File: src/hw/rtl/lcd_pkg.sv
// Shared types and character constants for the line command decoder.
package lcd_pkg;

  localparam logic [7:0] CharLf    = 8'h0A;
  localparam logic [7:0] CharCr    = 8'h0D;
  localparam logic [7:0] CharSpace = 8'h20;
  localparam logic [7:0] CharTab   = 8'h09;
  localparam logic [7:0] CharVtab  = 8'h0B;
  localparam logic [7:0] CharFf    = 8'h0C;
  localparam logic [7:0] CharLowA  = 8'h61;
  localparam logic [7:0] CharLowZ  = 8'h7A;
  localparam logic [7:0] CaseGap   = 8'h20;
  localparam logic [7:0] CharF     = 8'h46;
  localparam logic [7:0] CharL     = 8'h4C;
  localparam logic [7:0] CharR     = 8'h52;
  localparam logic [7:0] CharS     = 8'h53;
  localparam logic [7:0] CharP     = 8'h50;

  localparam int LenShort   = 1;
  localparam int LenForward = 7;
  localparam int LenLeft    = 4;
  localparam int LenRight   = 5;
  localparam int LenStop    = 4;
  localparam int LenPing    = 4;

  typedef enum logic [2:0] {
    EV_FORWARD  = 3'd0,
    EV_LEFT     = 3'd1,
    EV_RIGHT    = 3'd2,
    EV_STOP     = 3'd3,
    EV_PING     = 3'd4,
    EV_UNKNOWN  = 3'd5,
    EV_OVERLONG = 3'd6
  } event_kind_t;

  typedef struct packed {
    logic        valid;
    event_kind_t kind;
    logic [31:0] accepted;
    logic [31:0] rejected;
  } lcd_result_t;

endpackage

File: src/hw/rtl/lcd_line_tracker.sv
// Line state, command judging and event counters for one byte per step.
module lcd_line_tracker #(
  parameter int LINE_CAPACITY = 64
) (
  input  logic                 clk,
  input  logic                 rst,
  input  logic                 step,
  input  logic [7:0]           rx_byte,
  output lcd_pkg::lcd_result_t result
);

  localparam int PosW = $clog2(LINE_CAPACITY);
  localparam logic [PosW-1:0] LastPos = PosW'(LINE_CAPACITY - 1);

  logic [PosW-1:0] line_length, line_length_next;
  logic [PosW-1:0] text_start, text_start_next;
  logic [PosW-1:0] text_end, text_end_next;
  logic [7:0]      first_letter, first_letter_next;
  logic            seen_text, seen_text_next;
  logic [31:0]     accepted_count, accepted_count_next;
  logic [31:0]     rejected_count, rejected_count_next;

  logic                 is_eol, is_blank, has_room, matched;
  logic [PosW-1:0]      text_len;
  logic [7:0]           upper;
  lcd_pkg::event_kind_t judged;

  assign is_eol   = (rx_byte == lcd_pkg::CharLf) || (rx_byte == lcd_pkg::CharCr);
  assign is_blank = (rx_byte == lcd_pkg::CharSpace) || (rx_byte == lcd_pkg::CharTab) ||
                    (rx_byte == lcd_pkg::CharVtab) || (rx_byte == lcd_pkg::CharFf);
  assign has_room = line_length < LastPos;
  assign text_len = text_end - text_start;
  assign upper    = (first_letter >= lcd_pkg::CharLowA && first_letter <= lcd_pkg::CharLowZ)
                    ? first_letter - lcd_pkg::CaseGap : first_letter;

  // Only the first letter and trimmed length decide; the word body is never kept.
  always_comb begin
    judged = lcd_pkg::EV_UNKNOWN;
    if (seen_text && text_end > text_start) begin
      priority if (upper == lcd_pkg::CharF && (text_len == PosW'(lcd_pkg::LenShort) ||
                   text_len == PosW'(lcd_pkg::LenForward))) begin
        judged = lcd_pkg::EV_FORWARD;
      end else if (upper == lcd_pkg::CharL && (text_len == PosW'(lcd_pkg::LenShort) ||
                   text_len == PosW'(lcd_pkg::LenLeft))) begin
        judged = lcd_pkg::EV_LEFT;
      end else if (upper == lcd_pkg::CharR && (text_len == PosW'(lcd_pkg::LenShort) ||
                   text_len == PosW'(lcd_pkg::LenRight))) begin
        judged = lcd_pkg::EV_RIGHT;
      end else if (upper == lcd_pkg::CharS && (text_len == PosW'(lcd_pkg::LenShort) ||
                   text_len == PosW'(lcd_pkg::LenStop))) begin
        judged = lcd_pkg::EV_STOP;
      end else if (upper == lcd_pkg::CharP && (text_len == PosW'(lcd_pkg::LenShort) ||
                   text_len == PosW'(lcd_pkg::LenPing))) begin
        judged = lcd_pkg::EV_PING;
      end else begin
        judged = lcd_pkg::EV_UNKNOWN;
      end
    end
  end

  assign matched = judged != lcd_pkg::EV_UNKNOWN;

  always_comb begin
    line_length_next    = line_length;
    text_start_next     = text_start;
    text_end_next       = text_end;
    first_letter_next   = first_letter;
    seen_text_next      = seen_text;
    accepted_count_next = accepted_count;
    rejected_count_next = rejected_count;
    result.valid        = 1'b0;
    result.kind         = judged;

    if (is_eol) begin
      if (line_length != '0) begin
        result.valid = 1'b1;
        if (matched) begin
          accepted_count_next = accepted_count + 32'd1;
        end else begin
          rejected_count_next = rejected_count + 32'd1;
        end
        line_length_next  = '0;
        text_start_next   = '0;
        text_end_next     = '0;
        first_letter_next = '0;
        seen_text_next    = 1'b0;
      end
    end else if (has_room) begin
      if (!is_blank) begin
        if (!seen_text) begin
          seen_text_next    = 1'b1;
          text_start_next   = line_length;
          first_letter_next = rx_byte;
        end
        text_end_next = line_length + PosW'(1);
      end
      line_length_next = line_length + PosW'(1);
    end else begin
      // Line full: drop it together with this byte.
      result.valid        = 1'b1;
      result.kind         = lcd_pkg::EV_OVERLONG;
      rejected_count_next = rejected_count + 32'd1;
      line_length_next    = '0;
      text_start_next     = '0;
      text_end_next       = '0;
      first_letter_next   = '0;
      seen_text_next      = 1'b0;
    end

    result.accepted = accepted_count_next;
    result.rejected = rejected_count_next;
  end

  always_ff @(posedge clk) begin
    if (rst) begin
      line_length    <= '0;
      text_start     <= '0;
      text_end       <= '0;
      first_letter   <= '0;
      seen_text      <= 1'b0;
      accepted_count <= '0;
      rejected_count <= '0;
    end else if (step) begin
      line_length    <= line_length_next;
      text_start     <= text_start_next;
      text_end       <= text_end_next;
      first_letter   <= first_letter_next;
      seen_text      <= seen_text_next;
      accepted_count <= accepted_count_next;
      rejected_count <= rejected_count_next;
    end
  end

endmodule

File: src/hw/rtl/line_command_decoder.sv
// Top level of the line command decoder: input register, line tracker, result register.
//
// Usage
//   Bytes from a serial receiver arrive one word at a time on the s_axis channel
//   (tdata[7:0] = received byte). CR or LF closes a non-empty line; the trimmed
//   line is judged as forward, left, right, stop or ping (single letter or the
//   full word length), otherwise unknown. A line that has grown to
//   LINE_CAPACITY-1 bytes is dropped by the next ordinary byte (overlong).
//   Each judged or dropped line yields one word on m_axis: tuser = event kind,
//   tdata = accepted and rejected totals after the event. Other bytes yield none.
// Timing
//   A byte is held in the input register, then its result is loaded into the
//   result register. One byte is taken every cycle while the result register is
//   free or being emptied; the line state update is a single short pass.
// Reset
//   rst (synchronous) empties both registers and clears line state and totals.
// Stall
//   While m_axis_tready is low the result word holds; one more byte still enters
//   the input register, and s_axis_tready then drops until the result is taken.
module line_command_decoder #(
  parameter int LINE_CAPACITY = 64
) (
  input  logic        clk,
  input  logic        rst,
  input  logic        s_axis_tvalid,
  output logic        s_axis_tready,
  input  logic [7:0]  s_axis_tdata,   // [7:0] rx_byte
  output logic        m_axis_tvalid,
  input  logic        m_axis_tready,
  output logic [63:0] m_axis_tdata,   // [31:0] accepted_total, [63:32] rejected_total
  output logic [2:0]  m_axis_tuser    // [2:0] event_kind
);

  logic                 in_valid;
  logic [7:0]           in_byte;
  logic                 advance;
  logic                 step;
  lcd_pkg::lcd_result_t result;

  logic                 out_valid;
  lcd_pkg::event_kind_t out_kind;
  logic [31:0]          out_accepted;
  logic [31:0]          out_rejected;

  // Result register free (or being emptied this cycle).
  assign advance       = !out_valid || m_axis_tready;
  assign step          = in_valid && advance;
  assign s_axis_tready = !in_valid || advance;

  always_ff @(posedge clk) begin
    if (rst) begin
      in_valid <= 1'b0;
    end else if (s_axis_tready) begin
      in_valid <= s_axis_tvalid;
    end
  end

  always_ff @(posedge clk) begin
    if (s_axis_tready) begin
      in_byte <= s_axis_tdata;
    end
  end

  lcd_line_tracker #(
    .LINE_CAPACITY(LINE_CAPACITY)
  ) u_tracker (
    .clk     (clk),
    .rst     (rst),
    .step    (step),
    .rx_byte (in_byte),
    .result  (result)
  );

  always_ff @(posedge clk) begin
    if (rst) begin
      out_valid <= 1'b0;
    end else if (advance) begin
      out_valid <= step && result.valid;
    end
  end

  always_ff @(posedge clk) begin
    if (advance) begin
      out_kind     <= result.kind;
      out_accepted <= result.accepted;
      out_rejected <= result.rejected;
    end
  end

  assign m_axis_tvalid = out_valid;
  assign m_axis_tuser  = out_kind;
  assign m_axis_tdata  = {out_rejected, out_accepted};

endmodule

File: config.mk
export PLATFORM = sky130hd
export DESIGN_NAME = line_command_decoder
export DESIGN_NICKNAME = d
export VERILOG_FILES = /design/src/hw/rtl/lcd_pkg.sv /design/src/hw/rtl/lcd_line_tracker.sv /design/src/hw/rtl/line_command_decoder.sv
export SDC_FILE = /design/constraint.sdc
export NUM_CORES = 1
export LEC_CHECK = 0
export BUFFER_PORTS_ARGS = -buffer_cell sky130_fd_sc_hd__buf_2
export CAP_MARGIN = 10
export CORE_ASPECT_RATIO = 0.7
export CORE_MARGIN = 3
export CORE_UTILIZATION = 25
export DETAILED_ROUTE_END_ITERATION = 16
export PLACE_DENSITY = 0.38
export SYNTH_ARGS = -nofsm -noshare
export SYNTH_HDL_FRONTEND = slang
export SYNTH_HIERARCHICAL = 1
export SYNTH_SLANG_ARGS = --single-unit
File: constraint.sdc
create_clock -name clk -period 6.4 [get_ports clk]
set_input_delay 1.28 -clock clk [delete_from_list [all_inputs] [get_ports clk]]
set_output_delay 1.28 -clock clk [all_outputs]
set_load 0.05 [all_outputs]
Yosys cells after proc, flatten, opt, wreduce, memory -nomap -nowiden --
Cells that the tools add are included.
Cells by class: $add $sub $neg 5, $lt $le $gt $ge 4, eq/ne operators 19, muxes and demuxes 37, reductions and logical operators 24
Operators with widths (count):
- $mux W32 | 7
- $add A32 B1 Y32 const B | 2
- $mux W6 | 10
- $mux W8 | 6
- $eq A8 B4 Y1 const B | 5
- $eq A8 B7 Y1 const B | 5
- $eq A6 B3 Y1 const B | 3
- $mux W3 | 6
- $logic_and A1 B1 Y1 | 9
- $logic_or A1 B1 Y1 | 9
- $eq A8 B6 Y1 const B | 1
- $ge A8 B7 Y1 const B | 1
- $le A8 B7 Y1 const B | 1
- $sub A8 B6 Y8 const B | 1
- $mux W1 | 7
- $add A6 B1 Y6 const B | 1
- $eq A6 B1 Y1 const B | 1
- $gt A6 B6 Y1 | 1
- $lt A6 B6 Y1 const B | 1
- $ne A3 B3 Y1 const B | 2
- $reduce_bool A6 Y1 | 1
- $sub A6 B6 Y6 | 1
- $mux W4 | 1
- $reduce_and A4 Y1 | 1
- 5 further kinds | 6
Storage, ports and cells: flip-flop bits (word level) 168, input port bits 12, output and inout port bits 69, logic and storage cells 102

Longest topological paths before layout --
Gate-level depths: netlist (run 1).
depth after elaboration 15, mapped depth 13, gate-level depth less buffers 10

Hierarchy --
The synthesis (run 1) kept the hierarchy.
Modules (own cells, without submodules):
- lcd_line_tracker | times used 1, cells each 752, area an instance 5829.3 um2, seq. area each 1821.7 um2
- line_command_decoder | times used 1, cells each 84, area an instance 2329.7 um2, seq. area each 2292.2 um2

Least setup slack after synthesis (run 1) --
No wires, ideal clock.
path type input to register, start point input m_axis_tready, end point register u_tracker.first_letter[2], library setup time 0.128 ns, arrival time 4.597 ns, data required time 6.272 ns, path slack 1.675 ns, stages 8, path buffers 1, path through nand2b_1 and2_1 o21ai_1 a31oi_1 o21ai_0 clkbuf_1 a22oi_1 nor2_1
On the way: cells in the longest elaborated chain, start to end 3
RTL lines:
- from (decl) | RTL line line_command_decoder.sv:29 | input logic m_axis_tready,
- $logic_or A1 B1 Y1 | RTL line line_command_decoder.sv:46 | assign advance = !out_valid || m_axis_tready;
- $logic_and A1 B1 Y1 | RTL line line_command_decoder.sv:47 | assign step = in_valid && advance;
- net step | RTL line line_command_decoder.sv:37 | logic step;
- $reduce_and A4 Y1 (no line)
- to (signal assigned) | RTL line lcd_line_tracker.sv:127 | first_letter <= first_letter_next;
- to (decl) | RTL line lcd_line_tracker.sv:18 | logic [7:0] first_letter, first_letter_next;
The timed path passes the listed nets, and every way through them passes these cells. A chain may end at the register's enable or synchronous reset.

Final worst setup path (run 1) --
start point register u_tracker.text_end[0], end point register u_tracker.accepted_count[30]
On the way: cells in the longest elaborated chain, start to end 14, elaborated cells on any way between the ends 25, classes of those cells add/sub: 1; order compare: 1; eq/ne: 5; mux: 9; reduce/logical: 9
RTL lines:
- from (decl) | RTL line lcd_line_tracker.sv:17 | logic [PosW-1:0] text_end, text_end_next;
- from (signal assigned) | RTL line lcd_line_tracker.sv:126 | text_end <= text_end_next;
- $sub A6 B6 Y6 | RTL line lcd_line_tracker.sv:32 | assign text_len = text_end - text_start;
- $eq A6 B1 Y1 or $eq A6 B3 Y1 (tied branches)
- $logic_or A1 B1 Y1 | RTL line lcd_line_tracker.sv:43, lcd_line_tracker.sv:49, lcd_line_tracker.sv:52
- $logic_and A1 B1 Y1 | RTL line lcd_line_tracker.sv:52 | end else if (upper == lcd_pkg::CharP && (text_len == PosW'(lcd_pkg::LenShort) ||
- $mux W1 | RTL line lcd_line_tracker.sv:52
- $mux W3 | RTL line lcd_line_tracker.sv:49 | end else if (upper == lcd_pkg::CharS && (text_len == PosW'(lcd_pkg::LenShort) ||
- $mux W3 | RTL line lcd_line_tracker.sv:46 | end else if (upper == lcd_pkg::CharR && (text_len == PosW'(lcd_pkg::LenShort) ||
- $mux W3 | RTL line lcd_line_tracker.sv:43 | end else if (upper == lcd_pkg::CharL && (text_len == PosW'(lcd_pkg::LenShort) ||
- $mux W3 | RTL line lcd_line_tracker.sv:40 | priority if (upper == lcd_pkg::CharF && (text_len == PosW'(lcd_pkg::LenShort) ||
- $mux W3 (*) | RTL line lcd_line_tracker.sv:39 | if (seen_text && text_end > text_start) begin
- $ne A3 B3 Y1 (*) | RTL line lcd_line_tracker.sv:61 | assign matched = judged != lcd_pkg::EV_UNKNOWN;
- $mux W32 (*) | RTL line lcd_line_tracker.sv:77 | if (matched) begin
- $mux W32 (*) | RTL line lcd_line_tracker.sv:75 | if (line_length != '0) begin
- $mux W32 (*) | RTL line lcd_line_tracker.sv:74 | if (is_eol) begin
- to (signal assigned) | RTL line lcd_line_tracker.sv:129 | accepted_count <= accepted_count_next;
- to (decl) | RTL line lcd_line_tracker.sv:20 | logic [31:0] accepted_count, accepted_count_next;
Every way passes the cells marked *; elsewhere a longest branch is shown, timed or not.

==> out/metrics.yaml, run 1 <==
status: "finished, final reports clean"
end_kind: "flop"
synthesis.area_um2: 8160
synth.largest_area_cell: "edfxtp_1"
worstPathRequired_ns: 6.77
met3_usage_pct: 3.37
die-area_um2: 34900
grt_pass1_wl_um: 34300
synth_flop_cell: "dfxtp_1"
grt.total_usage_pct: 12.5
ys_types: 63
postCtsHoldBufs: 0
htree_levels: 4
crit_buf_inv: 1
drt_iter0_markers: 354
startpoint_type: "flop"
vias: 6253
arrival_ns: 4.41
post_cts_buffers: 0
die_width_um: 222
worst_pin_slew_ns: 1.16
core_um2: 31600
relSlewSlack_pct: 22.1
synth_warnings: 6
cts_buffer_depth: 2
peakVddDrop_uv: 148
io_pins: 81
fmax_mhz: 247
skew_ns: 0.0129
die_h_um: 157
drc: 0
clockRootBuffer: "clkbuf_16"
crit_chain: "inv_1, ha_1, fa_1, nand2_1, or3_1, a21oi_1, or3_1, nand3_1, or4_1, a21oi_1"
grtUsageMet2_pct: 18.3
dp_hpwl_um: 14100
cellPowerDensity_nw_per_um2: 231
layout_min_cycle_time_ns: 4.04
hold_viol: 0
cts_resized: 0
drive_above_1_share_pct: 16.0
synth_seq_cells: 168
grt_start_max_net_pins: 69
netlist_instances: 836
pre_cts_ws_ns: 2.21
slew_viol_final: 0
grt_pass1_vias: 6008
yosysSeqAreaShare_pct: 50.4
path_class: "reg2reg"
synth_fp_nets: 860
finalSetupViolCount: 0
wl_um: 21400
rsz0062_at_grt: "false"
ant_nets: 0
antenna_found_initial: 0
tns_ns: 0
cp_slowest_cell: "or4_1"
avgRoutedWirePerCell_um: 16.0
syn2layout_area_growth_pct: 17.3
gp_congestion: 0.720
synthTopCellsByArea: "edfxtp_1, dfxtp_1, xor2_1"
clock_latency_ns: 0.44
cpPeakStageDelay_ns: 0.76
grt_overflow_total: 0
start_util_pct: 25.8
numCtsBuffers: 17
via_per_inst: 4.69
top_usage_layer: "met2"
max_cap_violations: 0
cts_tree: "built"
port_buffers: 80
clk_pin_slew_ns: 0.07
yosys.area.top_type_share_pct: 27.6
p_leak_nw: 3.72
crit_family: "simple AND/OR/NAND/NOR gates"
hp-class: "reg2reg"
nNetsFinal: 923
dr.pass1.iters: 4
post_synth.cell_area_avg_um2: 9.76
finalWorstSetupSlack_ns: 2.36
async_reset_ff_share_pct: 0
grt_util_met1_pct: 18.1
antenna_cells: 0
rows: 54
synth_edf_count: 75
fin_crit_sh_pct: 63.2
crit_path_max_fanout: 21
cts_sinks: 168
-- metrics by stage --
stage	std cells	power, W	util [%]	hold WS, ns	area (um^2)
6_report	1332	0.00221	30.3	0.467	9570
2_1_floorplan	836	0.00119	-	0.440	8160
4_1_cts	1332	0.00226	30.3	0.469	9570
3_5_place_dp	1300	0.00121	28.4	0.460	8990
3_3_place_gp	1300	0.00121	28.4	0.461	8990
5_1_grt	1332	0.00231	30.3	0.519	9570
-- kinds of logic (layout without fill, tap and decap cells) --
family,Yosys count,in the layout,share of synthesized area (%)
compound gates,176,176,12.7
xor+xnor,87,87,9.69
fa+ha+maj,12,12,1.93
buf+inv,63,139,3.07
flops,168,168,50.4
mux,6,6,0.782
simple gates,324,324,21.4
-- layer usage --
metal,part of all wire (%),up-vias
met4,1.0,0
met5,0,-
met2,42,104
met3,4.2,13
li1,-,3160
met1,53,2976
-- cells in the final DEF, fill, tap and decap left out, drive strengths merged, types with 11 or more instances in the layout --
master / netlist / layout
a21oi: 85 / 85
a22oi: 13 / 13
and3: 12 / 12
buf: 9 / 89
clkbuf: 36 / 20
dfxtp: 93 / 93
edfxtp: 75 / 75
ha: 11 / 11
inv: 18 / 19
nand2: 56 / 56
nand3: 34 / 34
nand4: 15 / 15
nor2: 77 / 77
nor3: 13 / 13
nor4: 19 / 19
o21ai: 41 / 41
o31ai: 11 / 11
or3: 37 / 37
or4: 14 / 14
xnor2: 32 / 32
xor2: 53 / 53
-- power by group --
part           switching [W]  internal (W)  leakage [nW]  total [W]
clock               0.000449      0.000584         0.275    0.00103
combinational      0.0000358     0.0000190          1.80  0.0000547
sequential        0.00000756       0.00112          1.65    0.00113
-- worst min-delay path, cell delays in order, from the launching register on --
cell and delay (ns):
dfxtp_1 0.32, nand2_1 0.05, a21oi_1 0.05
-- flip-flops by register name, indices dropped and copies added (netlist names) --
register	flops
u_tracker/seen_text	1
m_axis_tvalid	1
m_axis_tuser	3
out_accepted	32
u_tracker/rejected_count	32
u_tracker/accepted_count	32
u_tracker/first_letter	8
u_tracker/line_length	6
in_byte	8
in_valid	1
out_rejected	32
u_tracker/text_start	6
u_tracker/text_end	6
-- worst paths after layout --
kind,from,end,slack [ns],cells after the start
worst max register to register,u_tracker/text_end[0],u_tracker/accepted_count[30],2.36,10
worst min-delay path,u_tracker/first_letter[4],u_tracker/first_letter[4],0.47,2
worst min register to register,u_tracker/first_letter[4],u_tracker/first_letter[4],0.47,2
worst max-delay path,u_tracker/text_end[0],u_tracker/accepted_count[30],2.36,10
-- cell type report --
class / instances / area [um^2]
Fill cell: 3367 / 22100
Clock inverter: 12 / 128
Clock buffer: 20 / 447
Inverter: 18 / 67.6
Multi-Input combinational cell: 605 / 3820
Timing Repair Buffer: 89 / 468
Sequential cell: 168 / 4110
Tap cell: 420 / 526
-- synth_stat cells, drive strengths merged (8+ instances only) --
master  instances
and4            8
nor2           77
nor4           19
nand2          56
o21ai          41
edfxtp         75
a22oi          13
or3            37
dfxtp          93
clkbuf         36
buf             9
or4            14
and3           12
o31ai          11
ha             11
xnor2          32
nand3          34
nand4          15
nor3           13
inv            18
a21oi          85
or2            10
xor2           53
Power figures use the tool's default switching activity.
==> run 2: changes to the inputs <==
PLACE_DENSITY = 0.4   (was 0.38)
clock period = 3.37 ns   (was 6.4 ns; I/O delays follow)
==> run 2 against run 1 <==
- clock skew decreased by 0.0021 ns
- routed wire length increased by 0.54%
- clock-buffer cell count increased by 6
- sequential share of layout area decreased by 0.78 points
- largest power group unchanged
- fmax increased by 29%
- non-clock buffer count increased by 16
- combinational power increased by 100%
- via count increased by 1.6%
- design area increased by 1.8%
==> out/metrics.yaml, run 2 (same netlist as run 1, synthesis figures left out) <==
status: "finished, final reports clean"  # unchanged
io_pins: 81  # unchanged
drc: 0  # unchanged
path_class: "reg2reg"  # unchanged
die-area_um2: 34900  # unchanged
clock_latency_ns: 0.44  # about the same
avgRoutedWirePerCell_um: 15.9  # was 16.0 um
rr_worst_depth: 12  # was 10
dp_cells: 1316  # was 1,300
end_kind: "flop"  # unchanged
skew_ns: 0.0108  # was 0.0129 ns
p_int_w: 0.00324  # was 0.00172 W
die_width_um: 222  # unchanged
via_per_inst: 4.71  # was 4.69
worst_pin_slew_ns: 1.05  # was 1.16 ns
mostFrequentLayoutCell: "dfxtp_1"  # unchanged
worstPathRequired_ns: 3.73  # was 6.77 ns
antenna_found_initial: 0  # unchanged
wl_met2_um: 8810  # was 9010 um
grt_pass1_vias: 6128  # was 6,008
antenna_cells: 0  # unchanged
slew_viol_final: 0  # unchanged
cellPowerDensity_nw_per_um2: 423  # was 231 nW/um^2
rows: 54  # unchanged
cts_buffer_depth: 2  # unchanged
rsz0062_at_grt: "false"  # unchanged
grt_overflow_total: 0  # unchanged
grt_pass1_wl_um: 34800  # was 34,300 um
ant_nets: 0  # unchanged
die_h_um: 157  # unchanged
layout_min_cycle_time_ns: 3.13  # was 4.04 ns
tns_ns: 0  # unchanged
fmax_mhz: 319  # was 247 MHz
postCtsHoldBufs: 0  # unchanged
core_um2: 31600  # unchanged
syn2layout_area_growth_pct: 19.4  # was 17.3%
dp_hpwl_um: 14500  # was 14,100 um
hp-class: "in2reg"  # was reg2reg
hold_viol: 0  # unchanged
dr.pass1.iters: 4  # unchanged
arrival_ns: 3.49  # was 4.41 ns
pwr-share-clk_pct: 45.4  # was 46.6%
port_buffers: 80  # unchanged
hold_depth: 1  # was 2
cp_slowest_cell: "fa_1"  # was or4_1
relSlewSlack_pct: 29.9  # was 22.1%
combPwrFrac_pct: 2.7  # was 2.5%
numCtsBuffers: 17  # unchanged
nNetsFinal: 939  # was 923
final_util_pct: 30.8  # was 30.3%
grt.total_usage_pct: 12.7  # was 12.5%
clk_pin_slew_ns: 0.06  # was 0.07 ns
fin_crit_sh_pct: 92.9  # was 63.2%
grt_start_max_net_pins: 69  # unchanged
wl_met3_um: 737  # was 888 um
holdWs_ns: 0.409  # was 0.467 ns
crit_chain: "inv_1, ha_1, fa_1, xnor2_1, nand3_1, a211oi_2, or3_1, buf_4, nand3_1, buf_4, or4_1, a21oi_1"  # was inv_1, ha_1, fa_1, nand2_1, or3_1, a21oi_1, or3_1, nand3_1, or4_1, a21oi_1
p_leak_nw: 3.84  # was 3.72 nW
htree_levels: 4  # unchanged
final_cell_mix: "dfxtp_1, a21oi_1, buf_2"  # unchanged
clockRootBuffer: "clkbuf_16"  # unchanged
peakVddDrop_uv: 256  # was 148 uV
startpoint_type: "flop"  # unchanged
max_cap_violations: 0  # unchanged
start_util_pct: 25.8  # unchanged
cts_tree: "built"  # unchanged
switchingPower_w: 0.000885  # was 0.000492 W
top_layer_used: "met4"  # unchanged
drive_above_1_share_pct: 17.8  # was 16.0%
sw_frac_of_total_pct: 21.5  # was 22.2%
final_cells: 1348  # was 1,332
finalSetupViolCount: 0  # unchanged
seq_power_share_pct: 51.9  # was 50.9%
cts_sinks: 168  # unchanged
gp_congestion: 0.752  # was 0.720
cpPeakStageDelay_ns: 0.47  # was 0.76 ns
wl_um: 21500  # was 21,400 um
crit_path_max_fanout: 9  # was 21
vias: 6354  # was 6,253
drt_iter0_markers: 392  # was 354
met1Wirelength_um: 11700  # was 11,200 um
-- run 2: layout make-up --
| class | count | area, um^2 |
|---|---|---|
| fillers | 3358 | 21900 |
| well taps | 420 | 526 |
| flip-flops and latches | 168 | 4110 |
| clock buffers | 26 | 524 |
| clock inverters | 6 | 36.3 |
| repair buffers | 105 | 651 |
| multi-input cells | 605 | 3830 |
| inverters | 18 | 67.6 |
-- run 2: metal layers --
| metal | up-vias | global-route usage (%) |
|---|---|---|
| met5 | - | 0 |
| met4 | 0 | 4.11 |
| met2 | 89 | 17.5 |
| li1 | 3209 | - |
| met3 | 16 | 2.91 |
| met1 | 3040 | 19.3 |
-- run 2: what timing repair did --
action / 4_1_cts / 5_1_grt
setup buffers: 0 / 0
endpoints found under the setup margin: 0 / 4
resized for setup: 0 / 2
-- run 2: through the flow --
| stage | cell area, um^2 | total power [W] | worst slack (ns) |
|---|---|---|---|
| 6_report | 9740 | 0.00412 | 0.239 |
| 5_1_grt | 9740 | 0.00430 | 0.00191 |
| 4_1_cts | 9740 | 0.00421 | 0.156 |
| 3_5_place_dp | 9180 | 0.00230 | 0.174 |
| 3_3_place_gp | 9180 | 0.00230 | 0.210 |
| 2_1_floorplan | 8160 | 0.00225 | 0.0661 |
-- run 2: path summary, 6_finish.rpt --
check | slack, ns | from | endpoint
setup / recovery | 0.24 | u_tracker/text_end[0] | u_tracker/accepted_count[22]
hold / removal | 0.41 | s_axis_tdata[4] | in_byte[4]
setup reg to reg | 0.24 | u_tracker/text_end[0] | u_tracker/accepted_count[22]
hold reg to reg | 0.47 | u_tracker/first_letter[4] | u_tracker/first_letter[4]
-- run 2: critical path, delay by kind of cell (launching register included) --
family                     cells  cell delay, ns
adders and majority gates      2            0.69
AOI/OAI and AO/OA              2            0.53
buffers and inverters          3            0.41
and+or+nand+nor                4            0.86
xor gates and xnor gates       1            0.24
DFF                            1            0.31
-- run 2: power by group through the flow --
stage	Sequential (W)	Combinational, W	Clock (W)
after global routing	0.00214	0.000125	0.00204
after global placement	0.00218	0.000111	0
after CTS	0.00214	0.000111	0.00196
after detailed placement	0.00218	0.000111	0
after floorplan	0.00218	0.0000739	0
final	0.00214	0.000111	0.00187
==> run 3: changes to the inputs <==
ABC_AREA = 1   (was unset)
BUFFER_PORTS_ARGS = -buffer_cell sky130_fd_sc_hd__clkbuf_2   (was -buffer_cell sky130_fd_sc_hd__buf_2)
PLACE_DENSITY = 0.39   (was 0.4)
==> run 3 against run 2 <==
- fmax down 0.35%
- design area up 12%
- cell count up 33%
- global-route usage up 1.6 points
- register-to-register slack about the same
- critical path depth up 5
- via count up 29%
- sequential power up 9.3%
- area after synthesis up 14%
- worst hold slack better by 0.0019 ns
- first-iteration DRC count up 56%
- clock skew up 0.00061 ns
- critical path type unchanged
- largest power group unchanged
==> out/metrics.yaml, run 3 <==
dr.pass1.iters: 5  # was 4
dp_hpwl_um: 19900  # was 14,500 um
numCtsBuffers: 17  # unchanged
r2r-end: "out_accepted[15]"  # was u_tracker/accepted_count[22]
cts_tree: "built"  # unchanged
core_um2: 36300  # was 31,600 um^2
rows: 58  # was 54
clockRootBuffer: "clkbuf_16"  # unchanged
mostFrequentLayoutCell: "nand2_1"  # was dfxtp_1
synth.largest_area_cell: "edfxtp_1"  # unchanged
worst_pin_slew_ns: 1.03  # was 1.05 ns
fmax_mhz: 318  # was 319 MHz
synth_fa_ha_area_share_pct: 1.70  # was 1.93%
cts_sinks: 168  # unchanged
hold_viol: 0  # unchanged
status: "finished, final reports clean"  # unchanged
slew_viol_final: 0  # unchanged
min_to: "in_byte[7]"  # was in_byte[4]
worstPathRequired_ns: 3.55  # was 3.73 ns
yosysMostFrequentCell: "nand2_1"  # was dfxtp_1
seq_power_share_pct: 45.7  # was 51.9%
pre_cts_ws_ns: 0.167  # was 0.174 ns
yosysSeqAreaShare_pct: 44.3  # was 50.4%
clk_pin_slew_ns: 0.07  # was 0.06 ns
drive_above_1_share_pct: 14.1  # was 17.8%
die_h_um: 167  # was 157 um
yosys.area.top_type_share_pct: 24.3  # was 27.6%
r2r_slack_ns: 0.23  # was 0.24 ns
syn2layout_area_growth_pct: 17.1  # was 19.4%
switchingPower_w: 0.00157  # was 0.000885 W
avgRoutedWirePerCell_um: 15.7  # was 15.9 um
io_pins: 81  # unchanged
final_cell_mix: "nand2_1, inv_1, a21oi_1"  # was dfxtp_1, a21oi_1, buf_2
finalSetupViolCount: 0  # unchanged
via_per_inst: 4.56  # was 4.71
multi_input_area_um2: 4210  # was 3830 um^2
min_from: "s_axis_tdata[7]"  # was s_axis_tdata[4]
register_area_um2: 4110  # unchanged
rr_worst_depth: 17  # was 12
netlist_instances: 1226  # was 836
hp-class: "in2reg"  # unchanged
async_reset_ff_share_pct: 0  # unchanged
grt_pass1_wl_um: 44700  # was 34,800 um
skew_ns: 0.0114  # was 0.0108 ns
crit_path_max_fanout: 18  # was 9
tns_ns: 0  # unchanged
ant_nets: 0  # unchanged
start_util_pct: 25.6  # was 25.8%
synthesis.area_um2: 9280  # was 8160 um^2
nNetsFinal: 1325  # was 939
synth_common_cells: "nand2_1, inv_1, a21oi_1"  # was dfxtp_1, a21oi_1, nor2_1
grt_pass1_vias: 7705  # was 6,128
grt.total_usage_pct: 14.3  # was 12.7%
p_leak_nw: 4.93  # was 3.84 nW
hold_depth: 1  # unchanged
synth_top_family_by_area: "simple AND/OR/NAND/NOR gates"  # unchanged
synthTopCellsByArea: "edfxtp_1, dfxtp_1, nand2_1"  # was edfxtp_1, dfxtp_1, xor2_1
die-area_um2: 39500  # was 34,900 um^2
fillers: 3948  # was 3,358
vias: 8177  # was 6,354
combPwrFrac_pct: 15.7  # was 2.7%
wl_um: 28100  # was 21,500 um
rsz0062_at_grt: "true"  # was false
synthXorXnorAreaFrac_pct: 3.67  # was 9.69%
relSlewSlack_pct: 31.1  # was 29.9%
sw_frac_of_total_pct: 30.6  # was 21.5%
layout_min_cycle_time_ns: 3.14  # was 3.13 ns
htree_levels: 4  # unchanged
antenna_cells: 0  # unchanged
port_buffers: 80  # unchanged
synth_edf_count: 75  # unchanged
antenna_found_initial: 0  # unchanged
synth_warnings: 6  # unchanged
gp_congestion: 0.809  # was 0.752
startpoint_type: "flop"  # unchanged
synthSimpleGateAreaFrac_pct: 25.9  # was 21.4%
grt_start_max_net_pins: 78  # was 69
peakVddDrop_uv: 377  # was 256 uV
cts_buffer_depth: 2  # unchanged
arrival_ns: 3.33  # was 3.49 ns
synth_mux_area_share_pct: 0  # was 0.782%
r2r-start: "u_tracker/text_end[0]"  # unchanged
pwr-share-clk_pct: 38.6  # was 45.4%
synth-compound-area-share_pct: 13.6  # was 12.7%
startpoint: "u_tracker/text_end[0]"  # unchanged
drt_iter0_markers: 610  # was 392
clock_latency_ns: 0.45  # was 0.44 ns
post_synth.cell_area_avg_um2: 7.57  # was 9.76 um^2
p_int_w: 0.00356  # was 0.00324 W
ys_types: 49  # was 63
postCtsHoldBufs: 0  # unchanged
grt_overflow_total: 0  # unchanged
path_class: "reg2reg"  # unchanged
drc: 0  # unchanged
synth_fp_nets: 1250  # was 860
max_cap_violations: 0  # unchanged
synth_flop_cell: "dfxtp_1"  # unchanged
cellPowerDensity_nw_per_um2: 472  # was 423 nW/um^2
finalWorstSetupSlack_ns: 0.228  # was 0.239 ns
die_width_um: 236  # was 222 um
synth_seq_cells: 168  # unchanged
fin_crit_sh_pct: 93.2  # was 92.9%
end_kind: "flop"  # unchanged
[run 3: cell count changes after synthesis, moves of 11 or more]
cell and delta:
o21ai_1 +33, a21oi_1 +29, nand2_1 +195, or4_1 -12, or3_1 -37, nand3_1 +62
xnor2_1 -30, xor2_1 -18, and3_1 -11, nand4_1 +12, nor4_1 -11, inv_1 +189
[run 3: layout make-up]
cell class                      instances  share of cell area, %
Multi-Input combinational cell        799                   38.7
Sequential cell                       168                   37.9
Inverter                              217                   7.56
Tap cell                              480                   5.53
Timing Repair Buffer                   98                   5.04
Clock buffer                           17                   3.91
Clock inverter                         15                   1.39
[run 3: through the flow]
step                      power [W]  util, %  instance area, um^2  hold slack (ns)  std cells
after floorplan             0.00296        -                 9280            0.433       1226
after global placement      0.00318     28.3                10300            0.450       1761
after detailed placement    0.00318     28.3                10300            0.456       1761
after CTS                   0.00520     29.9                10800            0.382       1793
after global routing        0.00539     29.9                10900            0.389       1794
final                       0.00513     29.9                10900            0.411       1794
[run 3: worst max-delay path by stage]
stage / to / slack (ns) / depth (start not counted)
final: out_accepted[15] / 0.23 / 17
after global routing: out_accepted[15] / -0.01 / 17
after global placement: u_tracker/rejected_count[16] / 0.18 / 21
after floorplan: out_rejected[20] / 0.64 / 17
after CTS: u_tracker/rejected_count[4] / 0.16 / 21
after detailed placement: out_accepted[10] / 0.17 / 18
[run 3: power groups by stage]
stage          logic (W)  clock network [W]  registers [W]
6_report        0.000804            0.00198        0.00234
2_1_floorplan   0.000426                  0        0.00254
3_3_place_gp    0.000795                  0        0.00239
3_5_place_dp    0.000794                  0        0.00239
4_1_cts         0.000798            0.00206        0.00234
5_1_grt         0.000894            0.00214        0.00236
[run 3: kinds of logic (layout without fill, tap and decap cells)]
family | after synthesis | after routing
simple gates | 521 | 521
buf+inv | 259 | 347
compound gates | 228 | 228
flops | 168 | 168
xor+xnor | 38 | 38
fa+ha+maj | 12 | 12
[run 3: layer usage]
metal | wire length (um) | share of wire, % | track usage [%]
met1 | 15100 | 54 | 21.9
met2 | 11500 | 41 | 20.5
met3 | 1230 | 4.4 | 2.57
met4 | 279 | 0.99 | 3.81
met5 | 0 | 0 | 0
[run 3: timing repair]
item | in CTS | in global routing
hold endpoints to repair | 0 | 0
buffers inserted | 0 | 1
setup endpoints to repair | 0 | 47
resized for setup | 0 | 15
[run 3: critical path, stage by stage, from the launching register on]
cell and delay, ns:
dfxtp_1 0.30, inv_1 0.05, ha_1 0.21, fa_1 0.40, nand3b_1 0.20, nand2_1 0.12, nand2_1 0.05, nand2_1 0.06
nand2_1 0.08, nor2_4 0.19, nand3_2 0.14, nor2_1 0.20, a21oi_4 0.09, nand2_4 0.14, nand2_8 0.14, nor2_1 0.15
xor2_1 0.23, inv_1 0.12
